===== src/rtl/core/ppdm_pkg.sv =====
// Shared constants, types and state codes for the pulse period and duty meter.
package ppdm_pkg;

   localparam int SUM_WIDTH   = 24;
   localparam int WINDOW_W    = 8;
   localparam int TIMEOUT_W   = 24;
   localparam int SCALE_W     = 18;
   localparam int OUT_W       = 16;
   localparam int BAND_W      = 2;
   localparam int FRAC_W      = 16;
   localparam int CSR_INDEX_W = 2;
   localparam int CSR_DATA_W  = 24;

   localparam int CMP_W      = (SUM_WIDTH > TIMEOUT_W) ? SUM_WIDTH : TIMEOUT_W;
   localparam int FREQ_NUM   = 1000000;
   localparam int FREQ_NUM_W = 20;
   localparam int DIV_W      = (SUM_WIDTH > FREQ_NUM_W) ? SUM_WIDTH : FREQ_NUM_W;
   localparam int DIVISOR_W  = OUT_W;
   localparam int DIV_CNT_W  = $clog2(DIV_W + 1);
   localparam int MUL_A_W    = SUM_WIDTH + 1;
   localparam int PROD_W     = MUL_A_W + SCALE_W;

   localparam int QUEUE_DEPTH = 4;
   localparam int QPTR_W      = $clog2(QUEUE_DEPTH);
   localparam int QCNT_W      = $clog2(QUEUE_DEPTH + 1);

   localparam logic [SUM_WIDTH-1:0] SUM_MAX       = {SUM_WIDTH{1'b1}};
   localparam logic [WINDOW_W-1:0]  WINDOW_RESET  = 8'd10;
   localparam logic [TIMEOUT_W-1:0] TIMEOUT_RESET = 24'd655360;
   localparam logic [SCALE_W-1:0]   SCALE_RESET   = 18'd71111;
   localparam logic [OUT_W-1:0]     OUT_MAX       = {OUT_W{1'b1}};
   localparam logic [OUT_W-1:0]     LIMIT_1K      = 16'd1000;
   localparam logic [OUT_W-1:0]     LIMIT_10K     = 16'd10000;

   localparam logic [BAND_W-1:0] BAND_IN    = 2'd0;
   localparam logic [BAND_W-1:0] BAND_BELOW = 2'd1;
   localparam logic [BAND_W-1:0] BAND_ABOVE = 2'd2;

   typedef enum logic [CSR_INDEX_W-1:0] {
      CSR_WINDOW_PERIODS = 2'd0,
      CSR_TIMEOUT_TICKS  = 2'd1,
      CSR_TICK_SCALE     = 2'd2
   } csr_index_type;

   typedef enum logic [2:0] {
      BK_IDLE,
      BK_DIV_HIGH,
      BK_DIV_LOW,
      BK_MUL_PER,
      BK_MUL_HIGH,
      BK_DIV_FREQ,
      BK_FINISH
   } back_state_type;

   typedef struct packed {
      logic [WINDOW_W-1:0]  window_periods;
      logic [TIMEOUT_W-1:0] timeout_ticks;
      logic [SCALE_W-1:0]   tick_scale_q16;
   } cfg_type;

   typedef struct packed {
      logic                 timed_out;
      logic [SUM_WIDTH-1:0] high_sum;
      logic [SUM_WIDTH-1:0] low_sum;
   } meas_type;

   typedef struct packed {
      logic                 start;
      logic [DIV_W-1:0]     dividend;
      logic [DIVISOR_W-1:0] divisor;
   } div_req_type;

   typedef struct packed {
      logic             done;
      logic [DIV_W-1:0] quotient;
   } div_rsp_type;

endpackage


===== src/rtl/core/ppdm_if.sv =====
// Handshake channel interfaces for the tick input and the measurement output.
interface ppdm_req_if;
   logic valid;
   logic ready;
   logic wave_level;

   modport source (output valid, output wave_level, input ready);
   modport sink (input valid, input wave_level, output ready);
endinterface

interface ppdm_rsp_if;
   logic                          valid;
   logic                          ready;
   logic [ppdm_pkg::OUT_W-1:0]    freq_hz;
   logic [ppdm_pkg::OUT_W-1:0]    period_us;
   logic [ppdm_pkg::OUT_W-1:0]    high_us;
   logic                          freq_over_1k;
   logic [ppdm_pkg::BAND_W-1:0]   freq_band;
   logic                          period_over_1ms;
   logic                          high_over_1ms;
   logic                          timed_out;

   modport source (output valid, output freq_hz, output period_us, output high_us,
                   output freq_over_1k, output freq_band, output period_over_1ms,
                   output high_over_1ms, output timed_out, input ready);
   modport sink (input valid, input freq_hz, input period_us, input high_us,
                 input freq_over_1k, input freq_band, input period_over_1ms,
                 input high_over_1ms, input timed_out, output ready);
endinterface


===== src/rtl/core/pulse_period_duty_meter.sv =====
// Top level of the averaging period and pulse width meter.
// Ticks are taken one per cycle while the measurement queue has room.
// A window result is offered once its closing edge has passed the queue and up to three passes of the
// one-bit-per-cycle divider; a timeout result passes the queue and the finish state into the output register.
// The arithmetic handles one measurement at a time; up to four more wait in the queue.
// Reset is synchronous and active high; it restores the register defaults and unsyncs.
module pulse_period_duty_meter (
   input  logic                                 clock,
   input  logic                                 reset,
   ppdm_req_if.sink                             req_chan,
   ppdm_rsp_if.source                           rsp_chan,
   input  logic                                 csr_wr_en,
   input  logic [ppdm_pkg::CSR_INDEX_W-1:0]     csr_index,
   input  logic [ppdm_pkg::CSR_DATA_W-1:0]      csr_wdata
);

   ppdm_pkg::cfg_type   cfg_ff, cfg_in;
   ppdm_pkg::meas_type  push_entry;
   ppdm_pkg::meas_type  head;
   logic                push;
   logic                pop;
   logic                queue_empty;
   logic                queue_full;

   always_comb begin
      cfg_in = cfg_ff;
      if (csr_wr_en) begin
         case (csr_index)
            ppdm_pkg::CSR_WINDOW_PERIODS: begin
               cfg_in.window_periods = csr_wdata[ppdm_pkg::WINDOW_W-1:0];
            end
            ppdm_pkg::CSR_TIMEOUT_TICKS: begin
               cfg_in.timeout_ticks = csr_wdata[ppdm_pkg::TIMEOUT_W-1:0];
            end
            ppdm_pkg::CSR_TICK_SCALE: begin
               cfg_in.tick_scale_q16 = csr_wdata[ppdm_pkg::SCALE_W-1:0];
            end
            default: begin
               cfg_in = cfg_ff;
            end
         endcase
      end
   end

   always_ff @(posedge clock) begin
      if (reset) begin
         cfg_ff.window_periods <= ppdm_pkg::WINDOW_RESET;
         cfg_ff.timeout_ticks  <= ppdm_pkg::TIMEOUT_RESET;
         cfg_ff.tick_scale_q16 <= ppdm_pkg::SCALE_RESET;
      end else begin
         cfg_ff <= cfg_in;
      end
   end

   ppdm_front u_front (
      .clock      (clock),
      .reset      (reset),
      .req        (req_chan),
      .cfg        (cfg_ff),
      .queue_full (queue_full),
      .push       (push),
      .push_entry (push_entry)
   );

   ppdm_queue u_queue (
      .clock      (clock),
      .reset      (reset),
      .push       (push),
      .push_entry (push_entry),
      .pop        (pop),
      .head       (head),
      .empty      (queue_empty),
      .full       (queue_full)
   );

   ppdm_back u_back (
      .clock       (clock),
      .reset       (reset),
      .cfg         (cfg_ff),
      .queue_empty (queue_empty),
      .head        (head),
      .pop         (pop),
      .rsp         (rsp_chan)
   );

endmodule


===== src/rtl/core/ppdm_front.sv =====
// Tick counter: synchronises on rising edges, sums high and low ticks, detects window end and timeout.
module ppdm_front (
   input  logic                clock,
   input  logic                reset,
   ppdm_req_if.sink            req,
   input  ppdm_pkg::cfg_type   cfg,
   input  logic                queue_full,
   output logic                push,
   output ppdm_pkg::meas_type  push_entry
);

   logic                               last_ff, last_in;
   logic                               synced_ff, synced_in;
   logic [ppdm_pkg::SUM_WIDTH-1:0]     high_sum_ff, high_sum_in;
   logic [ppdm_pkg::SUM_WIDTH-1:0]     low_sum_ff, low_sum_in;
   logic [ppdm_pkg::WINDOW_W-1:0]      periods_ff, periods_in;

   logic                               accept;
   logic                               rise;
   logic                               window_end;
   logic [ppdm_pkg::WINDOW_W-1:0]      w_eff;
   logic [ppdm_pkg::WINDOW_W-1:0]      periods_inc;
   logic [ppdm_pkg::SUM_WIDTH-1:0]     base_high, base_low;
   logic [ppdm_pkg::SUM_WIDTH-1:0]     cnt_high, cnt_low;
   logic                               timeout_hit;

   assign req.ready = !queue_full;
   assign accept    = req.valid && req.ready;

   always_comb begin
      rise        = !last_ff && req.wave_level;
      w_eff       = (cfg.window_periods == '0) ? ppdm_pkg::WINDOW_W'(1) : cfg.window_periods;
      periods_inc = periods_ff + ppdm_pkg::WINDOW_W'(1);
      window_end  = synced_ff && rise && (periods_inc >= w_eff);

      base_high = synced_ff ? high_sum_ff : '0;
      base_low  = synced_ff ? low_sum_ff : '0;
      cnt_high  = (req.wave_level && (base_high != ppdm_pkg::SUM_MAX))
                  ? base_high + ppdm_pkg::SUM_WIDTH'(1) : base_high;
      cnt_low   = (!req.wave_level && (base_low != ppdm_pkg::SUM_MAX))
                  ? base_low + ppdm_pkg::SUM_WIDTH'(1) : base_low;
      timeout_hit = (ppdm_pkg::CMP_W'(cnt_high) >= ppdm_pkg::CMP_W'(cfg.timeout_ticks))
                 || (ppdm_pkg::CMP_W'(cnt_low) >= ppdm_pkg::CMP_W'(cfg.timeout_ticks));

      last_in     = last_ff;
      synced_in   = synced_ff;
      high_sum_in = high_sum_ff;
      low_sum_in  = low_sum_ff;
      periods_in  = periods_ff;
      push        = 1'b0;
      push_entry.timed_out = 1'b0;
      push_entry.high_sum  = high_sum_ff;
      push_entry.low_sum   = low_sum_ff;

      if (accept) begin
         last_in = req.wave_level;
         if (window_end) begin
            push        = 1'b1;
            high_sum_in = ppdm_pkg::SUM_WIDTH'(1);
            low_sum_in  = '0;
            periods_in  = '0;
         end else if (synced_ff || rise) begin
            if (timeout_hit) begin
               push                 = 1'b1;
               push_entry.timed_out = 1'b1;
               push_entry.high_sum  = '0;
               push_entry.low_sum   = '0;
               synced_in            = 1'b0;
               high_sum_in          = '0;
               low_sum_in           = '0;
               periods_in           = '0;
            end else begin
               synced_in   = 1'b1;
               high_sum_in = cnt_high;
               low_sum_in  = cnt_low;
               periods_in  = !synced_ff ? '0 : (rise ? periods_inc : periods_ff);
            end
         end
      end
   end

   always_ff @(posedge clock) begin
      if (reset) begin
         last_ff     <= 1'b1;
         synced_ff   <= 1'b0;
         high_sum_ff <= '0;
         low_sum_ff  <= '0;
         periods_ff  <= '0;
      end else begin
         last_ff     <= last_in;
         synced_ff   <= synced_in;
         high_sum_ff <= high_sum_in;
         low_sum_ff  <= low_sum_in;
         periods_ff  <= periods_in;
      end
   end

endmodule


===== src/rtl/core/ppdm_queue.sv =====
// Short queue of finished window sums and timeout events between the counter and the arithmetic.
module ppdm_queue (
   input  logic                clock,
   input  logic                reset,
   input  logic                push,
   input  ppdm_pkg::meas_type  push_entry,
   input  logic                pop,
   output ppdm_pkg::meas_type  head,
   output logic                empty,
   output logic                full
);

   ppdm_pkg::meas_type                 entry_ff [ppdm_pkg::QUEUE_DEPTH];
   logic [ppdm_pkg::QPTR_W-1:0]        wr_ptr_ff, wr_ptr_in;
   logic [ppdm_pkg::QPTR_W-1:0]        rd_ptr_ff, rd_ptr_in;
   logic [ppdm_pkg::QCNT_W-1:0]        count_ff, count_in;
   logic                               do_push, do_pop;

   assign empty   = (count_ff == '0);
   assign full    = (count_ff == ppdm_pkg::QCNT_W'(ppdm_pkg::QUEUE_DEPTH));
   assign head    = entry_ff[rd_ptr_ff];
   assign do_push = push && !full;
   assign do_pop  = pop && !empty;

   always_comb begin
      wr_ptr_in = do_push ? wr_ptr_ff + ppdm_pkg::QPTR_W'(1) : wr_ptr_ff;
      rd_ptr_in = do_pop ? rd_ptr_ff + ppdm_pkg::QPTR_W'(1) : rd_ptr_ff;
      count_in  = count_ff;
      if (do_push && !do_pop) begin
         count_in = count_ff + ppdm_pkg::QCNT_W'(1);
      end else if (do_pop && !do_push) begin
         count_in = count_ff - ppdm_pkg::QCNT_W'(1);
      end
   end

   always_ff @(posedge clock) begin
      if (do_push) begin
         entry_ff[wr_ptr_ff] <= push_entry;
      end
   end

   always_ff @(posedge clock) begin
      if (reset) begin
         wr_ptr_ff <= '0;
         rd_ptr_ff <= '0;
         count_ff  <= '0;
      end else begin
         wr_ptr_ff <= wr_ptr_in;
         rd_ptr_ff <= rd_ptr_in;
         count_ff  <= count_in;
      end
   end

endmodule


===== src/rtl/core/ppdm_divider.sv =====
// Restoring unsigned divider that produces one quotient bit per cycle.
module ppdm_divider (
   input  logic                   clock,
   input  logic                   reset,
   input  ppdm_pkg::div_req_type  div_req,
   output ppdm_pkg::div_rsp_type  div_rsp
);

   logic [ppdm_pkg::DIV_W-1:0]      quo_ff, quo_in;
   logic [ppdm_pkg::DIVISOR_W-1:0]  rem_ff, rem_in;
   logic [ppdm_pkg::DIVISOR_W-1:0]  divisor_ff, divisor_in;
   logic [ppdm_pkg::DIV_CNT_W-1:0]  cnt_ff, cnt_in;
   logic                            busy_ff, busy_in;
   logic                            done_ff, done_in;
   logic [ppdm_pkg::DIVISOR_W:0]    trial;
   logic [ppdm_pkg::DIVISOR_W:0]    diff;
   logic                            fits;

   assign div_rsp.done     = done_ff;
   assign div_rsp.quotient = quo_ff;

   always_comb begin
      trial = {rem_ff, quo_ff[ppdm_pkg::DIV_W-1]};
      diff  = trial - {1'b0, divisor_ff};
      fits  = (trial >= {1'b0, divisor_ff});

      quo_in     = quo_ff;
      rem_in     = rem_ff;
      divisor_in = divisor_ff;
      cnt_in     = cnt_ff;
      busy_in    = busy_ff;
      done_in    = 1'b0;

      if (div_req.start) begin
         quo_in     = div_req.dividend;
         rem_in     = '0;
         divisor_in = div_req.divisor;
         cnt_in     = ppdm_pkg::DIV_CNT_W'(ppdm_pkg::DIV_W);
         busy_in    = 1'b1;
      end else if (busy_ff) begin
         quo_in = {quo_ff[ppdm_pkg::DIV_W-2:0], fits};
         rem_in = fits ? diff[ppdm_pkg::DIVISOR_W-1:0] : trial[ppdm_pkg::DIVISOR_W-1:0];
         cnt_in = cnt_ff - ppdm_pkg::DIV_CNT_W'(1);
         if (cnt_ff == ppdm_pkg::DIV_CNT_W'(1)) begin
            busy_in = 1'b0;
            done_in = 1'b1;
         end
      end
   end

   always_ff @(posedge clock) begin
      quo_ff     <= quo_in;
      rem_ff     <= rem_in;
      divisor_ff <= divisor_in;
      cnt_ff     <= cnt_in;
   end

   always_ff @(posedge clock) begin
      if (reset) begin
         busy_ff <= 1'b0;
         done_ff <= 1'b0;
      end else begin
         busy_ff <= busy_in;
         done_ff <= done_in;
      end
   end

endmodule


===== src/rtl/core/ppdm_back.sv =====
// Measurement arithmetic: averages, scaling to microseconds, frequency and range flags.
module ppdm_back (
   input  logic                clock,
   input  logic                reset,
   input  ppdm_pkg::cfg_type   cfg,
   input  logic                queue_empty,
   input  ppdm_pkg::meas_type  head,
   output logic                pop,
   ppdm_rsp_if.source          rsp
);

   ppdm_pkg::back_state_type        state_ff, state_in;
   logic [ppdm_pkg::SUM_WIDTH-1:0]  avg_high_ff, avg_high_in;
   logic [ppdm_pkg::SUM_WIDTH-1:0]  low_ff, low_in;
   logic [ppdm_pkg::OUT_W-1:0]      per_ff, per_in;
   logic [ppdm_pkg::OUT_W-1:0]      hi_ff, hi_in;
   logic [ppdm_pkg::OUT_W-1:0]      fq_ff, fq_in;
   logic                            timed_ff, timed_in;
   logic                            rsp_valid_ff, rsp_valid_in;
   logic [ppdm_pkg::OUT_W-1:0]      out_freq_ff, out_freq_in;
   logic [ppdm_pkg::OUT_W-1:0]      out_per_ff, out_per_in;
   logic [ppdm_pkg::OUT_W-1:0]      out_hi_ff, out_hi_in;
   logic                            out_f1k_ff, out_f1k_in;
   logic [ppdm_pkg::BAND_W-1:0]     out_band_ff, out_band_in;
   logic                            out_p1ms_ff, out_p1ms_in;
   logic                            out_h1ms_ff, out_h1ms_in;
   logic                            out_timed_ff, out_timed_in;

   ppdm_pkg::div_req_type           div_req;
   ppdm_pkg::div_rsp_type           div_rsp;
   logic [ppdm_pkg::WINDOW_W-1:0]   w_eff;
   logic [ppdm_pkg::MUL_A_W-1:0]    mul_a;
   logic [ppdm_pkg::PROD_W-1:0]     prod;
   logic [ppdm_pkg::OUT_W-1:0]      prod_sat;
   logic [ppdm_pkg::OUT_W-1:0]      quo_sat;

   ppdm_divider u_divider (
      .clock   (clock),
      .reset   (reset),
      .div_req (div_req),
      .div_rsp (div_rsp)
   );

   assign rsp.valid           = rsp_valid_ff;
   assign rsp.freq_hz         = out_freq_ff;
   assign rsp.period_us       = out_per_ff;
   assign rsp.high_us         = out_hi_ff;
   assign rsp.freq_over_1k    = out_f1k_ff;
   assign rsp.freq_band       = out_band_ff;
   assign rsp.period_over_1ms = out_p1ms_ff;
   assign rsp.high_over_1ms   = out_h1ms_ff;
   assign rsp.timed_out       = out_timed_ff;

   always_comb begin
      w_eff = (cfg.window_periods == '0) ? ppdm_pkg::WINDOW_W'(1) : cfg.window_periods;
      mul_a = (state_ff == ppdm_pkg::BK_MUL_PER)
              ? {1'b0, avg_high_ff} + {1'b0, low_ff}
              : {1'b0, avg_high_ff};
      prod  = ppdm_pkg::PROD_W'(mul_a) * ppdm_pkg::PROD_W'(cfg.tick_scale_q16);
      prod_sat = (|prod[ppdm_pkg::PROD_W-1:ppdm_pkg::FRAC_W+ppdm_pkg::OUT_W])
                 ? ppdm_pkg::OUT_MAX
                 : prod[ppdm_pkg::FRAC_W+ppdm_pkg::OUT_W-1:ppdm_pkg::FRAC_W];
      quo_sat  = (|div_rsp.quotient[ppdm_pkg::DIV_W-1:ppdm_pkg::OUT_W])
                 ? ppdm_pkg::OUT_MAX
                 : div_rsp.quotient[ppdm_pkg::OUT_W-1:0];

      state_in    = state_ff;
      avg_high_in = avg_high_ff;
      low_in      = low_ff;
      per_in      = per_ff;
      hi_in       = hi_ff;
      fq_in       = fq_ff;
      timed_in    = timed_ff;
      pop         = 1'b0;
      div_req.start    = 1'b0;
      div_req.dividend = ppdm_pkg::DIV_W'(head.high_sum);
      div_req.divisor  = ppdm_pkg::DIVISOR_W'(w_eff);

      rsp_valid_in = rsp_valid_ff && !rsp.ready;
      out_freq_in  = out_freq_ff;
      out_per_in   = out_per_ff;
      out_hi_in    = out_hi_ff;
      out_f1k_in   = out_f1k_ff;
      out_band_in  = out_band_ff;
      out_p1ms_in  = out_p1ms_ff;
      out_h1ms_in  = out_h1ms_ff;
      out_timed_in = out_timed_ff;

      case (state_ff)
         ppdm_pkg::BK_IDLE: begin
            if (!queue_empty) begin
               pop = 1'b1;
               if (head.timed_out) begin
                  per_in   = '0;
                  hi_in    = '0;
                  fq_in    = '0;
                  timed_in = 1'b1;
                  state_in = ppdm_pkg::BK_FINISH;
               end else begin
                  timed_in      = 1'b0;
                  low_in        = head.low_sum;
                  div_req.start = 1'b1;
                  state_in      = ppdm_pkg::BK_DIV_HIGH;
               end
            end
         end
         ppdm_pkg::BK_DIV_HIGH: begin
            div_req.dividend = ppdm_pkg::DIV_W'(low_ff);
            if (div_rsp.done) begin
               avg_high_in   = div_rsp.quotient[ppdm_pkg::SUM_WIDTH-1:0];
               div_req.start = 1'b1;
               state_in      = ppdm_pkg::BK_DIV_LOW;
            end
         end
         ppdm_pkg::BK_DIV_LOW: begin
            if (div_rsp.done) begin
               low_in   = div_rsp.quotient[ppdm_pkg::SUM_WIDTH-1:0];
               state_in = ppdm_pkg::BK_MUL_PER;
            end
         end
         ppdm_pkg::BK_MUL_PER: begin
            per_in   = prod_sat;
            state_in = ppdm_pkg::BK_MUL_HIGH;
         end
         ppdm_pkg::BK_MUL_HIGH: begin
            hi_in = prod_sat;
            if (per_ff == '0) begin
               fq_in    = '0;
               state_in = ppdm_pkg::BK_FINISH;
            end else begin
               div_req.start    = 1'b1;
               div_req.dividend = ppdm_pkg::DIV_W'(ppdm_pkg::FREQ_NUM);
               div_req.divisor  = per_ff;
               state_in         = ppdm_pkg::BK_DIV_FREQ;
            end
         end
         ppdm_pkg::BK_DIV_FREQ: begin
            if (div_rsp.done) begin
               fq_in    = quo_sat;
               state_in = ppdm_pkg::BK_FINISH;
            end
         end
         ppdm_pkg::BK_FINISH: begin
            if (!rsp_valid_ff || rsp.ready) begin
               rsp_valid_in = 1'b1;
               out_freq_in  = fq_ff;
               out_per_in   = per_ff;
               out_hi_in    = hi_ff;
               out_f1k_in   = fq_ff > ppdm_pkg::LIMIT_1K;
               out_p1ms_in  = per_ff > ppdm_pkg::LIMIT_1K;
               out_h1ms_in  = hi_ff > ppdm_pkg::LIMIT_1K;
               out_timed_in = timed_ff;
               if (timed_ff) begin
                  out_band_in = ppdm_pkg::BAND_IN;
               end else if (fq_ff < ppdm_pkg::LIMIT_1K) begin
                  out_band_in = ppdm_pkg::BAND_BELOW;
               end else if (fq_ff > ppdm_pkg::LIMIT_10K) begin
                  out_band_in = ppdm_pkg::BAND_ABOVE;
               end else begin
                  out_band_in = ppdm_pkg::BAND_IN;
               end
               state_in = ppdm_pkg::BK_IDLE;
            end
         end
         default: begin
            state_in = ppdm_pkg::BK_IDLE;
         end
      endcase
   end

   always_ff @(posedge clock) begin
      avg_high_ff  <= avg_high_in;
      low_ff       <= low_in;
      per_ff       <= per_in;
      hi_ff        <= hi_in;
      fq_ff        <= fq_in;
      timed_ff     <= timed_in;
      out_freq_ff  <= out_freq_in;
      out_per_ff   <= out_per_in;
      out_hi_ff    <= out_hi_in;
      out_f1k_ff   <= out_f1k_in;
      out_band_ff  <= out_band_in;
      out_p1ms_ff  <= out_p1ms_in;
      out_h1ms_ff  <= out_h1ms_in;
      out_timed_ff <= out_timed_in;
   end

   always_ff @(posedge clock) begin
      if (reset) begin
         state_ff     <= ppdm_pkg::BK_IDLE;
         rsp_valid_ff <= 1'b0;
      end else begin
         state_ff     <= state_in;
         rsp_valid_ff <= rsp_valid_in;
      end
   end

endmodule


===== src/flat_wrapper.sv =====
// flat-port wrapper written by rule: the top's interface ports become plain ports
module pulse_period_duty_meter_flat 
  (clock, reset, csr_wr_en, csr_index, csr_wdata, req_chan_valid, req_chan_wave_level, req_chan_ready, rsp_chan_valid, rsp_chan_freq_hz, rsp_chan_period_us, rsp_chan_high_us, rsp_chan_freq_over_1k, rsp_chan_freq_band, rsp_chan_period_over_1ms, rsp_chan_high_over_1ms, rsp_chan_timed_out, rsp_chan_ready);
  ppdm_req_if req_chan_i ();
  ppdm_rsp_if rsp_chan_i ();
  input  logic clock;
  input  logic reset;
  input  logic csr_wr_en;
  input  logic [ppdm_pkg::CSR_INDEX_W-1:0] csr_index;
  input  logic [ppdm_pkg::CSR_DATA_W-1:0] csr_wdata;
  input wire logic [$bits(req_chan_i.valid)-1:0] req_chan_valid;
  input wire logic [$bits(req_chan_i.wave_level)-1:0] req_chan_wave_level;
  output wire logic [$bits(req_chan_i.ready)-1:0] req_chan_ready;
  output wire logic [$bits(rsp_chan_i.valid)-1:0] rsp_chan_valid;
  output wire logic [$bits(rsp_chan_i.freq_hz)-1:0] rsp_chan_freq_hz;
  output wire logic [$bits(rsp_chan_i.period_us)-1:0] rsp_chan_period_us;
  output wire logic [$bits(rsp_chan_i.high_us)-1:0] rsp_chan_high_us;
  output wire logic [$bits(rsp_chan_i.freq_over_1k)-1:0] rsp_chan_freq_over_1k;
  output wire logic [$bits(rsp_chan_i.freq_band)-1:0] rsp_chan_freq_band;
  output wire logic [$bits(rsp_chan_i.period_over_1ms)-1:0] rsp_chan_period_over_1ms;
  output wire logic [$bits(rsp_chan_i.high_over_1ms)-1:0] rsp_chan_high_over_1ms;
  output wire logic [$bits(rsp_chan_i.timed_out)-1:0] rsp_chan_timed_out;
  input wire logic [$bits(rsp_chan_i.ready)-1:0] rsp_chan_ready;
  assign req_chan_i.valid = req_chan_valid;
  assign req_chan_i.wave_level = req_chan_wave_level;
  assign req_chan_ready = req_chan_i.ready;
  assign rsp_chan_valid = rsp_chan_i.valid;
  assign rsp_chan_freq_hz = rsp_chan_i.freq_hz;
  assign rsp_chan_period_us = rsp_chan_i.period_us;
  assign rsp_chan_high_us = rsp_chan_i.high_us;
  assign rsp_chan_freq_over_1k = rsp_chan_i.freq_over_1k;
  assign rsp_chan_freq_band = rsp_chan_i.freq_band;
  assign rsp_chan_period_over_1ms = rsp_chan_i.period_over_1ms;
  assign rsp_chan_high_over_1ms = rsp_chan_i.high_over_1ms;
  assign rsp_chan_timed_out = rsp_chan_i.timed_out;
  assign rsp_chan_i.ready = rsp_chan_ready;
  pulse_period_duty_meter u_core (.clock(clock), .reset(reset), .req_chan(req_chan_i), .rsp_chan(rsp_chan_i), .csr_wr_en(csr_wr_en), .csr_index(csr_index), .csr_wdata(csr_wdata));
endmodule

===== config.mk =====
export PLATFORM = sky130hd
export DESIGN_NAME = pulse_period_duty_meter_flat
export DESIGN_NICKNAME = d
export VERILOG_FILES = /design/src/rtl/core/ppdm_pkg.sv /design/src/rtl/core/ppdm_if.sv /design/src/rtl/core/pulse_period_duty_meter.sv /design/src/rtl/core/ppdm_front.sv /design/src/rtl/core/ppdm_queue.sv /design/src/rtl/core/ppdm_divider.sv /design/src/rtl/core/ppdm_back.sv /design/src/flat_wrapper.sv
export SDC_FILE = /design/constraint.sdc
export NUM_CORES = 2
export LEC_CHECK = 0
export BUFFER_PORTS_ARGS = -buffer_cell sky130_fd_sc_hd__buf_4
export CORE_AREA = 8 8 259 261
export CTS_CLUSTER_SIZE = 12
export DETAILED_ROUTE_END_ITERATION = 16
export DIE_AREA = 0 0 267 269
export PLACE_DENSITY = 0.89
export SETUP_SLACK_MARGIN = 0.3
export SLEW_MARGIN = 10
export SYNTH_ARGS = -nofsm -noshare
export SYNTH_HDL_FRONTEND = slang
export SYNTH_SLANG_ARGS = --single-unit

===== constraint.sdc =====
create_clock -name clock -period 17 [get_ports clock]
set_clock_uncertainty 0.2 [all_clocks]
set_input_delay 2.55 -clock clock [delete_from_list [all_inputs] [get_ports clock]]
set_output_delay 2.55 -clock clock [all_outputs]
set_load 0.005 [all_outputs]

* Word level (Yosys, flattened, before mapping)
Memories as Yosys holds them, arrays and structs flattened. A register that Yosys moved wholly into a read port is not among the register bits. Index checks and enable logic that the tools add are counted.
Word-level totals: register bits after elaboration 333, RAM bits 196, bits of input ports 32, output and inout bits 56, logic and storage cells 208, memories 1
Memories:
- u_core.u_queue.entry_ff | depth 4, width 49, rd ports 1, clocked after Yosys merged registers in 1, wr ports 1, line ppdm_queue.sv:13 | ppdm_pkg::meas_type entry_ff [ppdm_pkg::QUEUE_DEPTH];
Operators by class: add/sub/neg operators 10, multipliers 1, magnitude comparators 9, equality and inequality tests 21, multiplexer cells 74, bitwise logic cells 4, reduce and logical (&&, ||, !) cells 53
Operators with widths (count):
- 24-bit 2-to-1 mux | 15
- 49-bit 2-to-1 mux | 4
- 16-bit 2-to-1 mux | 7
- 24-bit case mux with 2 select lines | 2
- 16-bit case mux with 2 select lines | 2
- 8-bit 2-to-1 mux | 7
- 24-bit by 1-bit adder with 24-bit output, second input constant | 2
- 24-bit >= comparator | 2
- 16-bit by 10-bit > comparator with 1-bit output, second input constant | 3
- 24-bit != test, second input constant | 2
- 16-bit case mux with 3 select lines | 1
- 25-bit by 18-bit multiplier with 43-bit output | 1
- 41-bit 2-to-1 mux | 1
- 24-bit by 24-bit adder with 25-bit output | 1
- 25-bit 2-to-1 mux | 1
- 3-bit 2-to-1 mux | 8
- 3-bit case mux with 7 select lines | 1
- 1-bit 2-to-1 mux | 20
- 17-bit by 16-bit >= comparator with 1-bit output | 1
- 16-bit by 14-bit > comparator with 1-bit output, second input constant | 1
- 16-bit logical NOT | 1
- 16-bit by 10-bit < comparator with 1-bit output, second input constant | 1
- 16-bit subtractor | 1
- 2-bit AND reduction | 7
- other kinds (33) | 80

* Logic depth before layout (Yosys ltp)
depth in word-level cells 15, mapped depth 36, mapped depth without buffers 32

* Modules after synthesis
Synthesis repeated with hierarchy kept, for this count alone.
Unflattened totals: cell total of the unflattened synthesis 4056, area total of the unflattened synthesis 41924.0 um^2
By module, submodules not included:
- ppdm_back | times used 1, cells an instance 2493, area an instance 23217.3 um^2, sequential area each 4614.4 um^2
- ppdm_queue | times used 1, cells an instance 304, area an instance 7549.7 um^2, sequential area each 6065.8 um^2
- ppdm_front | times used 1, cells an instance 729, area an instance 5516.5 um^2, sequential area each 1161.1 um^2
- ppdm_divider | times used 1, cells an instance 325, area an instance 3509.6 um^2, sequential area each 1661.6 um^2
- pulse_period_duty_meter | times used 1, cells an instance 205, area an instance 2130.8 um^2, sequential area each 1001.0 um^2

* Worst setup path before layout
OpenSTA, ideal clock, no wires.
kind reg2reg, start register u_core.u_back.avg_high_ff[0] (netlist name), end register u_core.u_back.hi_ff[0] (netlist name) (data pin), library setup time 0.265 ns, data arrival time 8.807 ns, data required time 16.535 ns, slack 7.728 ns, cell stages (with the launch flop) 33, buffers on the path 2, clock period less this slack 9.272 ns, path through edfxtp_1 -> ha_1 -> fa_1 -> a21oi_1 -> o21ai_0 -> a221oi_1 -> o21bai_1 -> a21oi_1 -> o21bai_1 -> xnor2_1 -> o21ai_1 -> clkbuf_1 -> nand2_1 -> fa_1 -> fa_1 -> fa_1 -> inv_1 -> fa_1 -> fa_1 -> inv_1 -> fa_1 -> inv_1 -> ha_1 -> a211oi_2 -> o211ai_1 -> a32o_1 -> a41o_4 -> a41o_4 -> a211o_1 -> a311o_1 -> nor4_4 -> buf_6 -> a31oi_1
Between the ends: word-level cells in the longest chain between the ends 6
RTL lines:
- start: declaration | line ppdm_back.sv:13 | logic [ppdm_pkg::SUM_WIDTH-1:0] avg_high_ff, avg_high_in;
- start signal: assignment | line ppdm_back.sv:172 | avg_high_ff <= avg_high_in;
- 24-bit by 24-bit adder with 25-bit output | line ppdm_back.sv:57 | ? {1'b0, avg_high_ff} + {1'b0, low_ff}
- 25-bit 2-to-1 mux (*) | line ppdm_back.sv:57
- 25-bit by 18-bit multiplier with 43-bit output (*) | line ppdm_back.sv:59 | prod = ppdm_pkg::PROD_W'(mul_a) * ppdm_pkg::PROD_W'(cfg.tick_scale_q16);
- 11-bit OR reduction | line ppdm_back.sv:60 | prod_sat = (|prod[ppdm_pkg::PROD_W-1:ppdm_pkg::FRAC_W+ppdm_pkg::OUT_W])
- 16-bit 2-to-1 mux (*) | line ppdm_back.sv:61 | ? ppdm_pkg::OUT_MAX
- 16-bit case mux with 2 select lines (*) | line ppdm_back.sv:89 | case (state_ff)
- end signal: assignment | line ppdm_back.sv:175 | hi_ff <= hi_in;
- end: declaration | line ppdm_back.sv:16 | logic [ppdm_pkg::OUT_W-1:0] hi_ff, hi_in;
Every way passes the cells marked *; elsewhere a longest branch is shown, timed or not. A chain may end at the register's enable or synchronous reset.

* Final worst setup path
start register u_core.u_back.avg_high_ff[9] (netlist name), end register u_core.u_back.hi_ff[14] (netlist name) (data pin)
Same word-level chain as after synthesis.

==> impl_metrics.csv <==
group,metric,value,unit
status,status,"finished, final reports clean",
routing,drt_first_iter_violations,3091,
worst_hold_path,hold_depth,0,
global_route,grt_use_met2,47.9,%
global_route,track_usage,29.2,%
synthesis,yosysUniqueCellTypes,81,
clock_network,cts_tree,"built",
sta,hold_viol,0,
clock_network,path_clk_slew,0.06,ns
routing,drt_wl_total,105,mm
placement,gp_congestion,0.949,
sta,fin_crit_sh,68.6,%
global_route,grtUsageMet1,36.6,%
synthesis,synth_compound_area_share,9.96,%
placement,io_buffers,87,
final_layout,antenna_cells,0,
global_route,grt_util_met3,6.18,%
die,io_pins,88,
sta,tns,0,ns
synthesis,synthMuxAreaShare,3.78,%
clock_network,hold_buffers,0,
clock_network,clock_sink_count,531,
critical_path,critPathCaptureType,"flop",
final_layout,syn_to_final_growth,7.48,%
final_layout,num-nets-final,4566,
clock_network,post_cts_buffers,0,
global_route,busiest_layer,"met2",
synthesis,synthAdderAreaFrac,25.1,%
final_layout,final_cell_mix,"inv_1, nand2_1, edfxtp_1",
clock_network,clock_path_buffers,3,
sta,drv_slew,0,
routing,ant_nets,0,
sta,tightestPinTransition,1.20,ns
synthesis,synth_edf_count,387,
worst_hold_path,min_path_type,"flop to flop",
global_route,grt_first_pass_wirelength,166,mm
placement,dpl.hpwl,76.4,mm
synthesis,ys_seq_area_share,35.9,%
critical_path,critPathLaunch,"u_core.u_back.avg_high_ff[9]",
critical_path,slowest_stage,"ha_1",
global_route,grt_max_degree,90,
synthesis,syn_area,0.0404,sq mm
synthesis,async_reset_ff_share,0,%
sta,fin_crit,11.66,ns
final_layout,final_common_cell,"inv_1",
die,core.rowCount,92,
synthesis,synthesis.nets,4580,
routing,drcViolationCount,0,
critical_path,critPathKind,"flop to flop",
synthesis,yosys_register_bits,531,
synthesis,synthSimpleGateAreaFrac,16.1,%
synthesis,synth_cells,3959,
critical_path,cp-start-kind,"flop",
global_route,grt-ovfl-total,0,
critical_path,worst-r2r-cell-count,31,
synthesis,synth-xor-area-share,2.23,%
synthesis,ys.flop_type,"edfxtp_1",
synthesis,synth_area_per_cell,10.2,sq um
sta,rsz0062_at_grt,"false",
final_layout,drive_above_1_share,8.63,%
critical_path,slowest_delay,1.22,ns
worst_hold_path,worstHoldStart,"u_core.u_back.fq_ff[15]",
routing,first_pass_iters,6,
die,die-width,267,um
routing,drt-vias-per-instance,6.27,
critical_path,crit_fanout,40,
critical_path,required,17.10,ns
die,dieArea,0.0718,sq mm
clock_network,cts_buffers,54,
routing,vias,30300,
routing,wire_per_inst,21.8,um
clock_network,clk_latency,0.64,ns
critical_path,cp.arrival,11.76,ns
global_route,antenna_found_initial,0,
synthesis,synth_top_family_by_area,"adder cells",
die,dieHeight,269,um
sta,slew_headroom,20.0,%
global_route,first_global_vias,30800,
critical_path,r2r_start,"u_core.u_back.avg_high_ff[9]",
sta,setup_viol,0,
clock_network,cts_root_buffer,"clkbuf_16",
job,cap_violations,0,
die,core,0.0627,sq mm
synthesis,yosys_warnings,0,
clock_network,cts_resized,0,
clock_network,cts_max_level,2,
sta,fmax,85.8,MHz
critical_path,worst_path_most_repeated_cell,"fa_1",
die,initial_utilization,64.4,%
==> metal layers <==
metal | wire (um) | share of wire (%) | up-vias
met1 | 39200 | 37 | 14700
met2 | 49600 | 47 | 1771
li1 | - | - | 13400
met4 | 5820 | 5.5 | 0
met3 | 10700 | 10 | 398
met5 | 0 | 0 | -
==> per-stage QoR <==
step / utilization, % / std cells / instance area [sq um] / hold WS, ns / setup slack, ns
CTS: 69.2 / 4832 / 43400 / 0.252 / 5.58
global placement: 66.7 / 4735 / 41800 / 0.226 / 5.91
detailed placement: 66.7 / 4735 / 41800 / 0.239 / 5.64
finish: 69.2 / 4832 / 43400 / 0.253 / 5.34
global route: 69.2 / 4832 / 43400 / 0.262 / 4.72
floorplan: - / 3959 / 40400 / 0.217 / 7.73
==> kinds of logic after synthesis <==
| group | Yosys count |
|---|---|
| compound gates | 605 |
| mux | 88 |
| simple gates | 1310 |
| xor+xnor | 103 |
| flops | 531 |
| buf+inv | 733 |
| fa+ha+maj | 589 |
==> area by class of cell <==
cell class	instances	area [sq um]
well taps	846	1060
clock inverters	17	144
repair buffers	150	1130
clock buffers	80	1460
multi-input cells	2695	23200
flip-flops and latches	531	14500
inverters	513	1930
fillers	4290	19300
==> worst paths after layout <==
check | to | slack [ns]
max reg2reg | u_core.u_back.hi_ff[14] | 5.34
min reg2reg | u_core.u_back.rsp.freq_hz[15] | 0.25
max | u_core.u_back.hi_ff[14] | 5.34
min | u_core.u_back.rsp.freq_hz[15] | 0.25
==> synth_stat cells, drive strengths merged, types with 6 or more instances <==
library cell	number	share of area (%)
a41oi	6	0.15
nand2	509	4.7
nand3	46	0.57
and4	9	0.20
o311a	14	0.35
nor2	161	1.5
nand3b	31	0.58
buf	30	0.40
a21o	45	0.84
edfxtp	387	29
xor2	45	0.98
nor2b	54	0.84
dfxtp	144	7.1
and2	250	3.9
a21oi	165	2.0
o21a	25	0.46
a32o	7	0.17
clkbuf	190	1.8
or3	11	0.17
ha	220	6.8
nor3b	24	0.45
o31ai	7	0.13
nand2b	24	0.37
o21ai	101	1.3
a211oi	12	0.24
mux2	26	0.72
o21bai	14	0.26
a2111oi	13	0.33
nor3	77	0.95
mux4	49	2.7
a22oi	40	0.74
o211a	7	0.17
a31oi	68	1.1
xnor2	58	1.3
a211o	10	0.22
nor4	11	0.21
inv	513	4.8
mux2i	13	0.32
nand4b	6	0.13
nand4	51	0.79
fa	369	18
and3	30	0.47
o211ai	25	0.46
==> critical path: cells and delay by family, from the launching register on <==
kind	cells	cell delay (ns)
XOR/XNOR	1	0.09
adder cells (fa/ha/maj)	8	4.77
flip-flops	1	0.67
buffers and inverters	6	1.24
AO/OA/AOI/OAI	10	2.17
AND/OR/NAND/NOR	6	2.17
==> state kept, by name (all words and copies together), names as in the netlist, 3 cells and up, named ones only <==
signal,count
u_core.u_back.rsp.period_us,16
u_core.u_back.rsp.high_us,16
u_core.u_back.rsp.freq_hz,16
u_core.u_back.hi_ff,16
u_core.u_queue.entry_ff,196
u_core.u_back.state_ff,3
u_core.u_back.per_ff,16
u_core.u_front.low_sum_ff,24
u_core.u_back.avg_high_ff,24
u_core.u_queue.count_ff,3
u_core.u_back.u_divider.divisor_ff,16
u_core.u_back.u_divider.cnt_ff,5
u_core.u_back.u_divider.rem_ff,16
u_core.u_front.high_sum_ff,24
u_core.cfg_ff,50
u_core.u_front.periods_ff,8
u_core.u_back.low_ff,24
u_core.u_back.u_divider.quo_ff,24
u_core.u_back.fq_ff,16
Power is left out: the tool's default activity adds up to more than one toggle a clock period on the data nets, which glitch-free logic cannot reach.
